<file path="src/hdl/i2cfm_pkg.sv">
// Shared types and constants for the I2C memory bus master.
package i2cfm_pkg;

    // Memory size in bytes; the byte address wraps at this size
    localparam int MEM_BYTES = 8192;
    localparam int ADDR_W    = 13;

    // Configuration register indexes
    localparam logic [1:0] REG_DEVICE_ADDRESS = 2'd0;
    localparam logic [1:0] REG_HALF_PERIOD    = 2'd1;
    localparam logic [1:0] REG_ACK_TIMEOUT    = 2'd2;

    // Reset values of the configuration registers
    localparam logic [6:0]  DEVICE_ADDRESS_RST = 7'd87;
    localparam logic [15:0] HALF_PERIOD_RST    = 16'd100;
    localparam logic [15:0] ACK_TIMEOUT_RST    = 16'd1000;

    // Command codes carried in the action field
    localparam logic [2:0] ACT_NONE        = 3'd0;
    localparam logic [2:0] ACT_WRITE_BEGIN = 3'd1;
    localparam logic [2:0] ACT_WRITE_BYTE  = 3'd2;
    localparam logic [2:0] ACT_READ_BEGIN  = 3'd3;
    localparam logic [2:0] ACT_READ_ACK    = 3'd4;
    localparam logic [2:0] ACT_READ_NAK    = 3'd5;
    localparam logic [2:0] ACT_STOP        = 3'd6;

    typedef struct packed {
        logic [2:0]        action;
        logic [ADDR_W-1:0] mem_address;
        logic [7:0]        write_data;
        logic              sda_level;
    } i2cfm_in_t;

    typedef struct packed {
        logic       scl_level;
        logic       sda_pull_low;
        logic       busy_res;
        logic [7:0] read_data;
        logic       read_valid;
        logic       no_ack;
        logic       rejected;
    } i2cfm_out_t;

    typedef struct packed {
        logic [6:0]  device_address;
        logic [15:0] half_period_ticks;
        logic [15:0] ack_timeout_ticks;
    } i2cfm_cfg_t;

endpackage

</file>
<file path="src/hdl/i2c_fram_master.sv">
// Latency: the result of a tick item appears on m_ the cycle after it is taken on s_.
// Throughput: one tick item per cycle; the bus state machine and output register
//   both advance once per accepted item, so s_ready falls only while m_ stalls.
// Reset: synchronous active-low aresetn; bus idles free (SCL high, SDA released),
//   configuration returns to address 87, 100 ticks per half period, timeout 1000.
module i2c_fram_master (
    input  logic                  aclk,
    input  logic                  aresetn,
    input  logic                  s_valid,
    output logic                  s_ready,
    input  i2cfm_pkg::i2cfm_in_t  s_item,
    output logic                  m_valid,
    input  logic                  m_ready,
    output i2cfm_pkg::i2cfm_out_t m_item,
    input  logic                  cfg_valid,
    output logic                  cfg_ready,
    input  logic [1:0]            cfg_index,
    input  logic [15:0]           cfg_data
);

    i2cfm_pkg::i2cfm_cfg_t cfg_reg;
    i2cfm_pkg::i2cfm_out_t res;
    i2cfm_pkg::i2cfm_out_t m_item_reg;
    logic                  m_valid_reg;
    logic                  s_accept;

    assign cfg_ready = 1'b1;
    assign s_ready   = !m_valid_reg || m_ready;
    assign s_accept  = s_valid && s_ready;
    assign m_valid   = m_valid_reg;
    assign m_item    = m_item_reg;

    // Hold configuration registers; ignore writes past the last index
    always_ff @(posedge aclk) begin
        if (!aresetn) begin
            cfg_reg.device_address    <= i2cfm_pkg::DEVICE_ADDRESS_RST;
            cfg_reg.half_period_ticks <= i2cfm_pkg::HALF_PERIOD_RST;
            cfg_reg.ack_timeout_ticks <= i2cfm_pkg::ACK_TIMEOUT_RST;
        end else if (cfg_valid) begin
            case (cfg_index)
                i2cfm_pkg::REG_DEVICE_ADDRESS: cfg_reg.device_address    <= cfg_data[6:0];
                i2cfm_pkg::REG_HALF_PERIOD:    cfg_reg.half_period_ticks <= cfg_data;
                i2cfm_pkg::REG_ACK_TIMEOUT:    cfg_reg.ack_timeout_ticks <= cfg_data;
                default: ;
            endcase
        end
    end

    i2cfm_engine u_engine (
        .aclk    (aclk),
        .aresetn (aresetn),
        .step_en (s_accept),
        .item    (s_item),
        .cfg     (cfg_reg),
        .res     (res)
    );

    // Register the result item; drop valid once taken
    always_ff @(posedge aclk) begin
        if (!aresetn) begin
            m_valid_reg <= 1'b0;
        end else if (s_accept) begin
            m_valid_reg <= 1'b1;
        end else if (m_ready) begin
            m_valid_reg <= 1'b0;
        end
    end

    always_ff @(posedge aclk) begin
        if (s_accept) begin
            m_item_reg <= res;
        end
    end

`ifndef ASSERT_OFF
    // Every accepted item yields a result item on the next cycle
    a_one_result: assert property (@(posedge aclk) disable iff (!aresetn)
        s_accept |=> m_valid)
        else $error("accepted item produced no result");

    // A waiting result blocks intake only while the sink stalls
    a_no_overwrite: assert property (@(posedge aclk) disable iff (!aresetn)
        m_valid && !m_ready |-> !s_accept)
        else $error("result overwritten while stalled");

    // With nothing new taken, a delivered result leaves the output empty
    a_drain: assert property (@(posedge aclk) disable iff (!aresetn)
        m_valid && m_ready && !s_accept |=> !m_valid)
        else $error("delivered result repeated");
`endif

endmodule

</file>
<file path="src/hdl/i2cfm_engine.sv">
// Bus engine: per-tick state machine that drives SCL/SDA and tracks bytes.
module i2cfm_engine (
    input  logic                   aclk,
    input  logic                   aresetn,
    input  logic                   step_en,
    input  i2cfm_pkg::i2cfm_in_t   item,
    input  i2cfm_pkg::i2cfm_cfg_t  cfg,
    output i2cfm_pkg::i2cfm_out_t  res
);

    typedef enum logic [4:0] {
        PH_IDLE_FREE = 5'd0,
        PH_IDLE_HELD = 5'd1,
        PH_STA_PRE   = 5'd2,
        PH_STA_HIGH  = 5'd3,
        PH_STA_LOW   = 5'd4,
        PH_TX_LOW    = 5'd5,
        PH_TX_HIGH   = 5'd6,
        PH_ACK_LOW   = 5'd7,
        PH_ACK_HIGH  = 5'd8,
        PH_ACK_TAIL  = 5'd9,
        PH_RX_LOW    = 5'd10,
        PH_RX_HIGH   = 5'd11,
        PH_MA_LOW    = 5'd12,
        PH_MA_HIGH   = 5'd13,
        PH_MA_TAIL   = 5'd14,
        PH_SP_LOW    = 5'd15,
        PH_SP_HIGH   = 5'd16,
        PH_SP_REL    = 5'd17
    } phase_t;

    phase_t                       phase_reg,     phase_next;
    logic [2:0]                   byte_step_reg, byte_step_next;
    logic [3:0]                   bit_count_reg, bit_count_next;
    logic [7:0]                   shift_reg,     shift_next;
    logic [15:0]                  tick_reg,      tick_next;
    logic [15:0]                  ack_wait_reg,  ack_wait_next;
    logic [i2cfm_pkg::ADDR_W-1:0] held_addr_reg, held_addr_next;
    logic                         ack_level_reg, ack_level_next;
    logic [2:0]                   cur_op_reg,    cur_op_next;

    // Byte sent at each step of a begin sequence
    function automatic logic [7:0] byte_for_step(
        input logic [2:0]                   step,
        input logic [6:0]                   dev,
        input logic [i2cfm_pkg::ADDR_W-1:0] addr
    );
        logic [15:0] wide;
        begin
            wide = 16'(addr);
            case (step)
                3'd0: byte_for_step = {dev, 1'b0};
                3'd1: byte_for_step = wide[15:8];
                3'd2: byte_for_step = wide[7:0];
                default: byte_for_step = {dev, 1'b1};
            endcase
        end
    endfunction

    // Work out one tick: command intake, line levels, segment advance
    always_comb begin
        logic        idle;
        logic        seg_end;
        logic [15:0] half;
        logic        tx_start;
        logic [7:0]  tx_byte;
        logic [3:0]  bit_inc;

        phase_next     = phase_reg;
        byte_step_next = byte_step_reg;
        bit_count_next = bit_count_reg;
        shift_next     = shift_reg;
        tick_next      = tick_reg;
        ack_wait_next  = ack_wait_reg;
        held_addr_next = held_addr_reg;
        ack_level_next = ack_level_reg;
        cur_op_next    = cur_op_reg;
        tx_start       = 1'b0;
        tx_byte        = 8'd0;
        res            = '0;

        idle = (phase_reg == PH_IDLE_FREE) || (phase_reg == PH_IDLE_HELD);
        half = (cfg.half_period_ticks == 16'd0) ? 16'd1 : cfg.half_period_ticks;

        // Take a command only while idle; flag it otherwise
        if (item.action >= i2cfm_pkg::ACT_WRITE_BEGIN && item.action <= i2cfm_pkg::ACT_STOP) begin
            if (!idle) begin
                res.rejected = 1'b1;
            end else begin
                cur_op_next = item.action;
                tick_next   = 16'd0;
                if (item.action == i2cfm_pkg::ACT_WRITE_BEGIN ||
                    item.action == i2cfm_pkg::ACT_READ_BEGIN) begin
                    held_addr_next = i2cfm_pkg::ADDR_W'(item.mem_address % i2cfm_pkg::MEM_BYTES);
                    byte_step_next = 3'd0;
                    ack_level_next = 1'b0;
                    phase_next = (phase_reg == PH_IDLE_HELD) ? PH_STA_PRE : PH_STA_HIGH;
                end else if (item.action == i2cfm_pkg::ACT_WRITE_BYTE) begin
                    ack_level_next = 1'b0;
                    byte_step_next = 3'd0;
                    shift_next     = item.write_data;
                    bit_count_next = 4'd0;
                    phase_next     = PH_TX_LOW;
                end else if (item.action == i2cfm_pkg::ACT_READ_ACK ||
                             item.action == i2cfm_pkg::ACT_READ_NAK) begin
                    shift_next     = 8'd0;
                    bit_count_next = 4'd0;
                    phase_next     = PH_RX_LOW;
                end else begin
                    phase_next = PH_SP_LOW;
                end
            end
        end

        // Drive the lines from the phase in effect this tick
        res.busy_res = !((phase_next == PH_IDLE_FREE) || (phase_next == PH_IDLE_HELD));
        case (phase_next)
            PH_IDLE_FREE, PH_STA_HIGH, PH_ACK_HIGH, PH_RX_HIGH, PH_SP_REL: begin
                res.scl_level = 1'b1;  res.sda_pull_low = 1'b0;
            end
            PH_STA_LOW: begin
                res.scl_level = 1'b1;  res.sda_pull_low = 1'b1;
            end
            PH_TX_LOW: begin
                res.scl_level = 1'b0;  res.sda_pull_low = !shift_next[7];
            end
            PH_TX_HIGH: begin
                res.scl_level = 1'b1;  res.sda_pull_low = !shift_next[7];
            end
            PH_MA_LOW, PH_MA_TAIL: begin
                res.scl_level    = 1'b0;
                res.sda_pull_low = (cur_op_next == i2cfm_pkg::ACT_READ_ACK);
            end
            PH_MA_HIGH: begin
                res.scl_level    = 1'b1;
                res.sda_pull_low = (cur_op_next == i2cfm_pkg::ACT_READ_ACK);
            end
            PH_SP_LOW: begin
                res.scl_level = 1'b0;  res.sda_pull_low = 1'b1;
            end
            PH_SP_HIGH: begin
                res.scl_level = 1'b1;  res.sda_pull_low = 1'b1;
            end
            default: begin
                res.scl_level = 1'b0;  res.sda_pull_low = 1'b0;
            end
        endcase

        // Advance the half-period segment
        seg_end = ({1'b0, tick_next} + 17'd1) >= {1'b0, half};
        bit_inc = bit_count_next + 4'd1;
        if (res.busy_res) begin
            if (phase_next == PH_ACK_HIGH) begin
                if (!seg_end) begin
                    tick_next = tick_next + 16'd1;
                end else if (!item.sda_level) begin
                    tick_next  = 16'd0;
                    phase_next = PH_ACK_TAIL;
                end else if (ack_wait_next >= cfg.ack_timeout_ticks) begin
                    ack_level_next = 1'b1;
                    tick_next      = 16'd0;
                    phase_next     = PH_ACK_TAIL;
                end else begin
                    ack_wait_next = ack_wait_next + 16'd1;
                end
            end else if (!seg_end) begin
                tick_next = tick_next + 16'd1;
            end else begin
                tick_next = 16'd0;
                case (phase_next)
                    PH_STA_PRE:  phase_next = PH_STA_HIGH;
                    PH_STA_HIGH: phase_next = PH_STA_LOW;
                    PH_STA_LOW: begin
                        tx_start = 1'b1;
                        tx_byte  = byte_for_step(byte_step_next, cfg.device_address,
                                                 held_addr_next);
                    end
                    PH_TX_LOW: phase_next = PH_TX_HIGH;
                    PH_TX_HIGH: begin
                        bit_count_next = bit_inc;
                        shift_next     = {shift_next[6:0], 1'b0};
                        if (bit_inc >= 4'd8) begin
                            ack_wait_next = 16'd0;
                            phase_next    = PH_ACK_LOW;
                        end else begin
                            phase_next = PH_TX_LOW;
                        end
                    end
                    PH_ACK_LOW: begin
                        ack_wait_next = 16'd0;
                        phase_next    = PH_ACK_HIGH;
                    end
                    PH_ACK_TAIL: begin
                        byte_step_next = byte_step_next + 3'd1;
                        if (cur_op_next == i2cfm_pkg::ACT_WRITE_BEGIN) begin
                            if (byte_step_next >= 3'd3) begin
                                phase_next = PH_IDLE_HELD;
                            end else begin
                                tx_start = 1'b1;
                                tx_byte  = byte_for_step(byte_step_next, cfg.device_address,
                                                         held_addr_next);
                            end
                        end else if (cur_op_next == i2cfm_pkg::ACT_READ_BEGIN) begin
                            if (byte_step_next < 3'd3) begin
                                tx_start = 1'b1;
                                tx_byte  = byte_for_step(byte_step_next, cfg.device_address,
                                                         held_addr_next);
                            end else if (byte_step_next == 3'd3) begin
                                phase_next = PH_STA_PRE;
                            end else begin
                                phase_next = PH_IDLE_HELD;
                            end
                        end else begin
                            phase_next = PH_IDLE_HELD;
                        end
                    end
                    PH_RX_LOW: phase_next = PH_RX_HIGH;
                    PH_RX_HIGH: begin
                        shift_next     = {shift_next[6:0], item.sda_level};
                        bit_count_next = bit_inc;
                        phase_next     = (bit_inc >= 4'd8) ? PH_MA_LOW : PH_RX_LOW;
                    end
                    PH_MA_LOW:  phase_next = PH_MA_HIGH;
                    PH_MA_HIGH: phase_next = PH_MA_TAIL;
                    PH_MA_TAIL: begin
                        res.read_valid = 1'b1;
                        res.read_data  = shift_next;
                        phase_next     = PH_IDLE_HELD;
                    end
                    PH_SP_LOW:  phase_next = PH_SP_HIGH;
                    PH_SP_HIGH: phase_next = PH_SP_REL;
                    default:    phase_next = PH_IDLE_FREE;
                endcase
            end
        end

        // Load the next byte to send
        if (tx_start) begin
            shift_next     = tx_byte;
            bit_count_next = 4'd0;
            phase_next     = PH_TX_LOW;
        end

        res.no_ack = ack_level_next;
    end

    // Hold bus state; advance once per accepted tick
    always_ff @(posedge aclk) begin
        if (!aresetn) begin
            phase_reg     <= PH_IDLE_FREE;
            byte_step_reg <= 3'd0;
            bit_count_reg <= 4'd0;
            shift_reg     <= 8'd0;
            tick_reg      <= 16'd0;
            ack_wait_reg  <= 16'd0;
            held_addr_reg <= '0;
            ack_level_reg <= 1'b0;
            cur_op_reg    <= i2cfm_pkg::ACT_NONE;
        end else if (step_en) begin
            phase_reg     <= phase_next;
            byte_step_reg <= byte_step_next;
            bit_count_reg <= bit_count_next;
            shift_reg     <= shift_next;
            tick_reg      <= tick_next;
            ack_wait_reg  <= ack_wait_next;
            held_addr_reg <= held_addr_next;
            ack_level_reg <= ack_level_next;
            cur_op_reg    <= cur_op_next;
        end
    end

`ifndef ASSERT_OFF
    // A rejected command leaves the engine busy
    a_rej_busy: assert property (@(posedge aclk) disable iff (!aresetn)
        step_en && res.rejected |-> res.busy_res)
        else $error("rejected command on an idle engine");

    // Read data appears only at the end of the master ack slot
    a_rd_tail: assert property (@(posedge aclk) disable iff (!aresetn)
        step_en && res.read_valid |-> phase_reg == PH_MA_TAIL)
        else $error("read data outside the master ack tail");

    // Bit counter never passes one byte
    a_bits: assert property (@(posedge aclk) disable iff (!aresetn)
        bit_count_reg <= 4'd8)
        else $error("bit counter overran a byte");

    // A finished read leaves the engine idle with SCL held low
    a_rd_idle: assert property (@(posedge aclk) disable iff (!aresetn)
        step_en && res.read_valid |=> phase_reg == PH_IDLE_HELD)
        else $error("engine not held idle after read");
`endif

endmodule
</file>
<file path="config.mk">
export PLATFORM = sky130hd
export DESIGN_NAME = i2c_fram_master
export DESIGN_NICKNAME = d
export VERILOG_FILES = /design/src/hdl/i2cfm_pkg.sv /design/src/hdl/i2c_fram_master.sv /design/src/hdl/i2cfm_engine.sv
export SDC_FILE = /design/constraint.sdc
export NUM_CORES = 1
export LEC_CHECK = 0
export ABC_AREA = 0
export BUFFER_PORTS_ARGS = -buffer_cell sky130_fd_sc_hd__clkbuf_2
export CAP_MARGIN = 20
export CELL_PAD_IN_SITES_DETAIL_PLACEMENT = 1
export CELL_PAD_IN_SITES_GLOBAL_PLACEMENT = 2
export CORE_MARGIN = 5
export CORE_UTILIZATION = 36
export DETAILED_ROUTE_END_ITERATION = 6
export GPL_TIMING_DRIVEN = 0
export HOLD_SLACK_MARGIN = 0.1
export PLACE_DENSITY_LB_ADDON = 0.1
export SLEW_MARGIN = 20
export SYNTH_ARGS = -nofsm -noshare
export SYNTH_HDL_FRONTEND = slang
export SYNTH_SLANG_ARGS = --single-unit
</file>
<file path="constraint.sdc">
create_clock -name aclk -period 7.43 [get_ports aclk]
set_input_delay 1.486 -clock aclk [delete_from_list [all_inputs] [get_ports aclk]]
set_output_delay 1.486 -clock aclk [all_outputs]
set_load 0.005 [all_outputs]
</file>
==> results.py <==
metrics = {
    "final_layout": {
        "multi_input_area_um2": 4760,
        "final-seq-area_um2": 2600,
        "largest_register_ffs": 39,
        "final_nets": 1154,
        "final_common_cell": "nand2_1",
        "final_cell_mix": "146 x nand2_1, 109 x dfxtp_1, 83 x a21oi_1",
        "synthToLayoutAreaGrowth_pct": 15.4,
        "final_util_pct": 41.8,
        "drive_gt1_share_pct": 13.4,
        "antenna_cells": 0,
        "nFillCells": 2699,
    },
    "clock_tree": {
        "cts_tree": "built",
        "clockRootBuffer": "clkbuf_16",
        "numCtsBuffers": 17,
        "clk-insertion-delay-late_ns": 0.43,
        "clockBufferDepth": 2,
        "cts_max_level": 4,
        "clk_pin_slew_ns": 0.06,
        "clkSinkCount": 123,
    },
    "logic_synthesis": {
        "synth_nets": 1075,
        "synth_cells": 987,
        "ys_top_cells_by_area": "dfxtp_1 28%, nand2_1 7.0%, ha_1 6.4%",
        "synth_flop_cell": "dfxtp_1",
        "syn_area_um2": 7830,
        "synth_top_area_share_pct": 27.9,
        "ys_seq_elements": 123,
        "ys_types": 88,
        "syn_area_per_cell_um2": 7.94,
        "yosysSeqAreaShare_pct": 33.2,
        "async_flop_share_pct": 0,
        "yosys_warnings": 0,
        "synth_edf_count": 14,
        "synth_area_leader_cell": "dfxtp_1",
    },
    "timing": {
        "fin_setup_tns_ns": 0,
        "fin_crit_ns": 7.07,
        "setup_viol": 0,
        "finalCritPeriodShare_pct": 95.1,
        "rsz0062_at_grt": "false",
        "slew_headroom_pct": 38.3,
        "clock_skew_ns": 0.0114,
        "worst_pin_slew_ns": 0.918,
        "finalMaxSlewViolations": 0,
        "timing.hold.ws_ns": 0.456,
        "fmax_ghz": 0.142,
        "final_hold_viol_count": 0,
    },
    "run": {
        "maxCapViolations": 0,
    },
    "route": {
        "avgRoutedWirePerCell_um": 21.1,
        "drc_errors": 2,
        "dr.pass1.iters": 7,
        "routed_wl_mm": 28.7,
        "ant_nets": 0,
        "drt_iter0_markers": 472,
        "via_per_inst": 5.82,
        "vias": 7903,
    },
    "die": {
        "placementRows": 54,
        "dieHeight_um": 158,
        "die_width_um": 158,
        "coreArea_um2": 21600,
        "ios": 65,
        "dieArea_um2": 24800,
        "initial_utilization_pct": 36.2,
    },
    "power": {
        "vdd_ir_drop_max_v": 0.000163,
        "p_total_mw": 1.84,
        "p_seq_share_pct": 38.9,
        "p_switching_mw": 0.582,
        "combPwrFrac_pct": 18.3,
        "leakage_nw": 3.50,
        "swShare_pct": 31.7,
        "p_per_area_nw_per_um2": 203,
        "p_int_mw": 1.25,
        "power_frac_clock_pct": 42.8,
    },
    "critical_path": {
        "start_kind": "input pin",
        "endpoint_kind": "flop",
        "worstSetupPathType": "in -> reg",
        "cp.required_ns": 7.74,
        "crit_fanout": 10,
        "cp_data_arrival_time_ns": 7.38,
    },
    "global_route": {
        "grt_pass1_vias": 7944,
        "grt_pass1_wl_mm": 44.9,
        "grt_max_degree": 24,
        "grtUsageTotal_pct": 23.3,
        "antenna_found_initial": 0,
        "overflow": 0,
    },
    "run_status": {
        "violations": "DRC",
        "status": "finished, violations left",
    },
    "place": {
        "dpl.hpwl_mm": 22.0,
        "io_buffers": 60,
        "gp_congestion": 0.850,
    },
    "min_path": {
        "hold_class": "reg -> reg",
    },
}
==> power groups by stage <==
stage / sequential (mW) / clock [mW] / combinational (mW)
3_3_place_gp: 0.728 / 0 / 0.331
3_5_place_dp: 0.729 / 0 / 0.332
2_1_floorplan: 0.724 / 0 / 0.217
6_report: 0.714 / 0.786 / 0.336
4_1_cts: 0.714 / 0.801 / 0.335
5_1_grt: 0.717 / 0.829 / 0.367
==> stage by stage <==
stage          setup slack, ns  cells  cell area (um2)
3_5_place_dp            0.0366   1327             8490
6_report                 0.364   1359             9040
5_1_grt                 0.0424   1359             9040
4_1_cts                  0.502   1359             9030
3_3_place_gp             0.100   1327             8480
2_1_floorplan             1.66    987             7830
==> repair_timing <==
action | 4_1_cts | 5_1_grt
setup buffers | 0 | 0
setup endpoints to repair | 0 | 10
hold buffers | 0 | 0
gates resized for setup | 0 | 1
==> area by class of cell <==
class | instances | area share (%)
plain buffers | 63 | 3.25
flip-flops and latches | 123 | 28.8
multi-input cells | 750 | 52.6
clock inverters | 13 | 1.01
clock buffers | 19 | 5.02
well taps | 280 | 3.87
inverters | 51 | 2.12
repair buffers | 60 | 3.32
==> kinds of logic (layout without fill, tap and decap cells) <==
family	count (synthesis)	in the layout	synth area share (%)
AO/OA/AOI/OAI	302	302	26.6
XOR/XNOR	13	13	1.45
adder cells (fa/ha/maj)	40	40	6.39
buffers and inverters	114	206	6.18
flip-flops	123	123	33.2
multiplexers	25	25	3.24
other	1	1	0.0479
AND/OR/NAND/NOR	369	369	22.9
==> worst max-delay path, stage by stage <==
cell      delay, ns
clkbuf_1       0.39
and3_1         0.23
clkbuf_1       0.23
or3_4          0.21
clkbuf_1       0.39
nand2_1        0.14
inv_1          0.14
ha_1           0.28
nand4_1        0.24
nor3_1         0.62
nand4_1        0.19
xor2_1         0.16
nor2_1         0.09
ha_1           0.35
nand4_1        0.17
nor4_1         0.34
a311o_1        0.22
a211o_1        0.44
nand2_1        0.20
o31ai_1        0.46
buf_2          0.32
a21oi_1        0.06
==> Yosys cell counts (all sizes together), types with 8 or more instances <==
cell type and instances:
nand4 15, mux2i 22, a22oi 15, nand2 146, a22o 10, edfxtp 14
clkbuf 36, nor3 20, or4 9, o21ai 53, nand3 32, buf 27
a211oi 12, ha 40, o22ai 11, and3 10, dfxtp 109, o211ai 17
a31oi 8, inv 51, a21oi 83, or3 11, o31ai 13, nor2 72
and2 11, nor4 10
==> path summary, 6_finish.rpt <==
check | from | to | slack (ns) | cells past startpoint
worst min-delay path | u_engine.held_addr_reg[10]$_SDFFE_PN0P_ | u_engine.held_addr_reg[10]$_SDFFE_PN0P_ | 0.46 | 2
worst max register to register | u_engine.phase_reg[2]$_SDFFE_PN0P_ | u_engine.ack_wait_reg[12]$_SDFFE_PN0P_ | 1.63 | 21
worst min register to register | u_engine.held_addr_reg[10]$_SDFFE_PN0P_ | u_engine.held_addr_reg[10]$_SDFFE_PN0P_ | 0.46 | 2
worst max-delay path | s_item[23] | u_engine.ack_wait_reg[12]$_SDFFE_PN0P_ | 0.36 | 22
==> metal layers <==
metal | wire length (um) | part of all wire (%) | up-vias | GRT usage, %
li1 | - | - | 3812 | -
met3 | 1320 | 4.6 | 38 | 3.68
met4 | 533 | 1.9 | 0 | 6.68
met5 | 0 | 0 | - | 0
met2 | 13400 | 47 | 198 | 39.3
met1 | 13400 | 47 | 3855 | 31.0
Note: power is estimated with default switching activity, not from simulation.
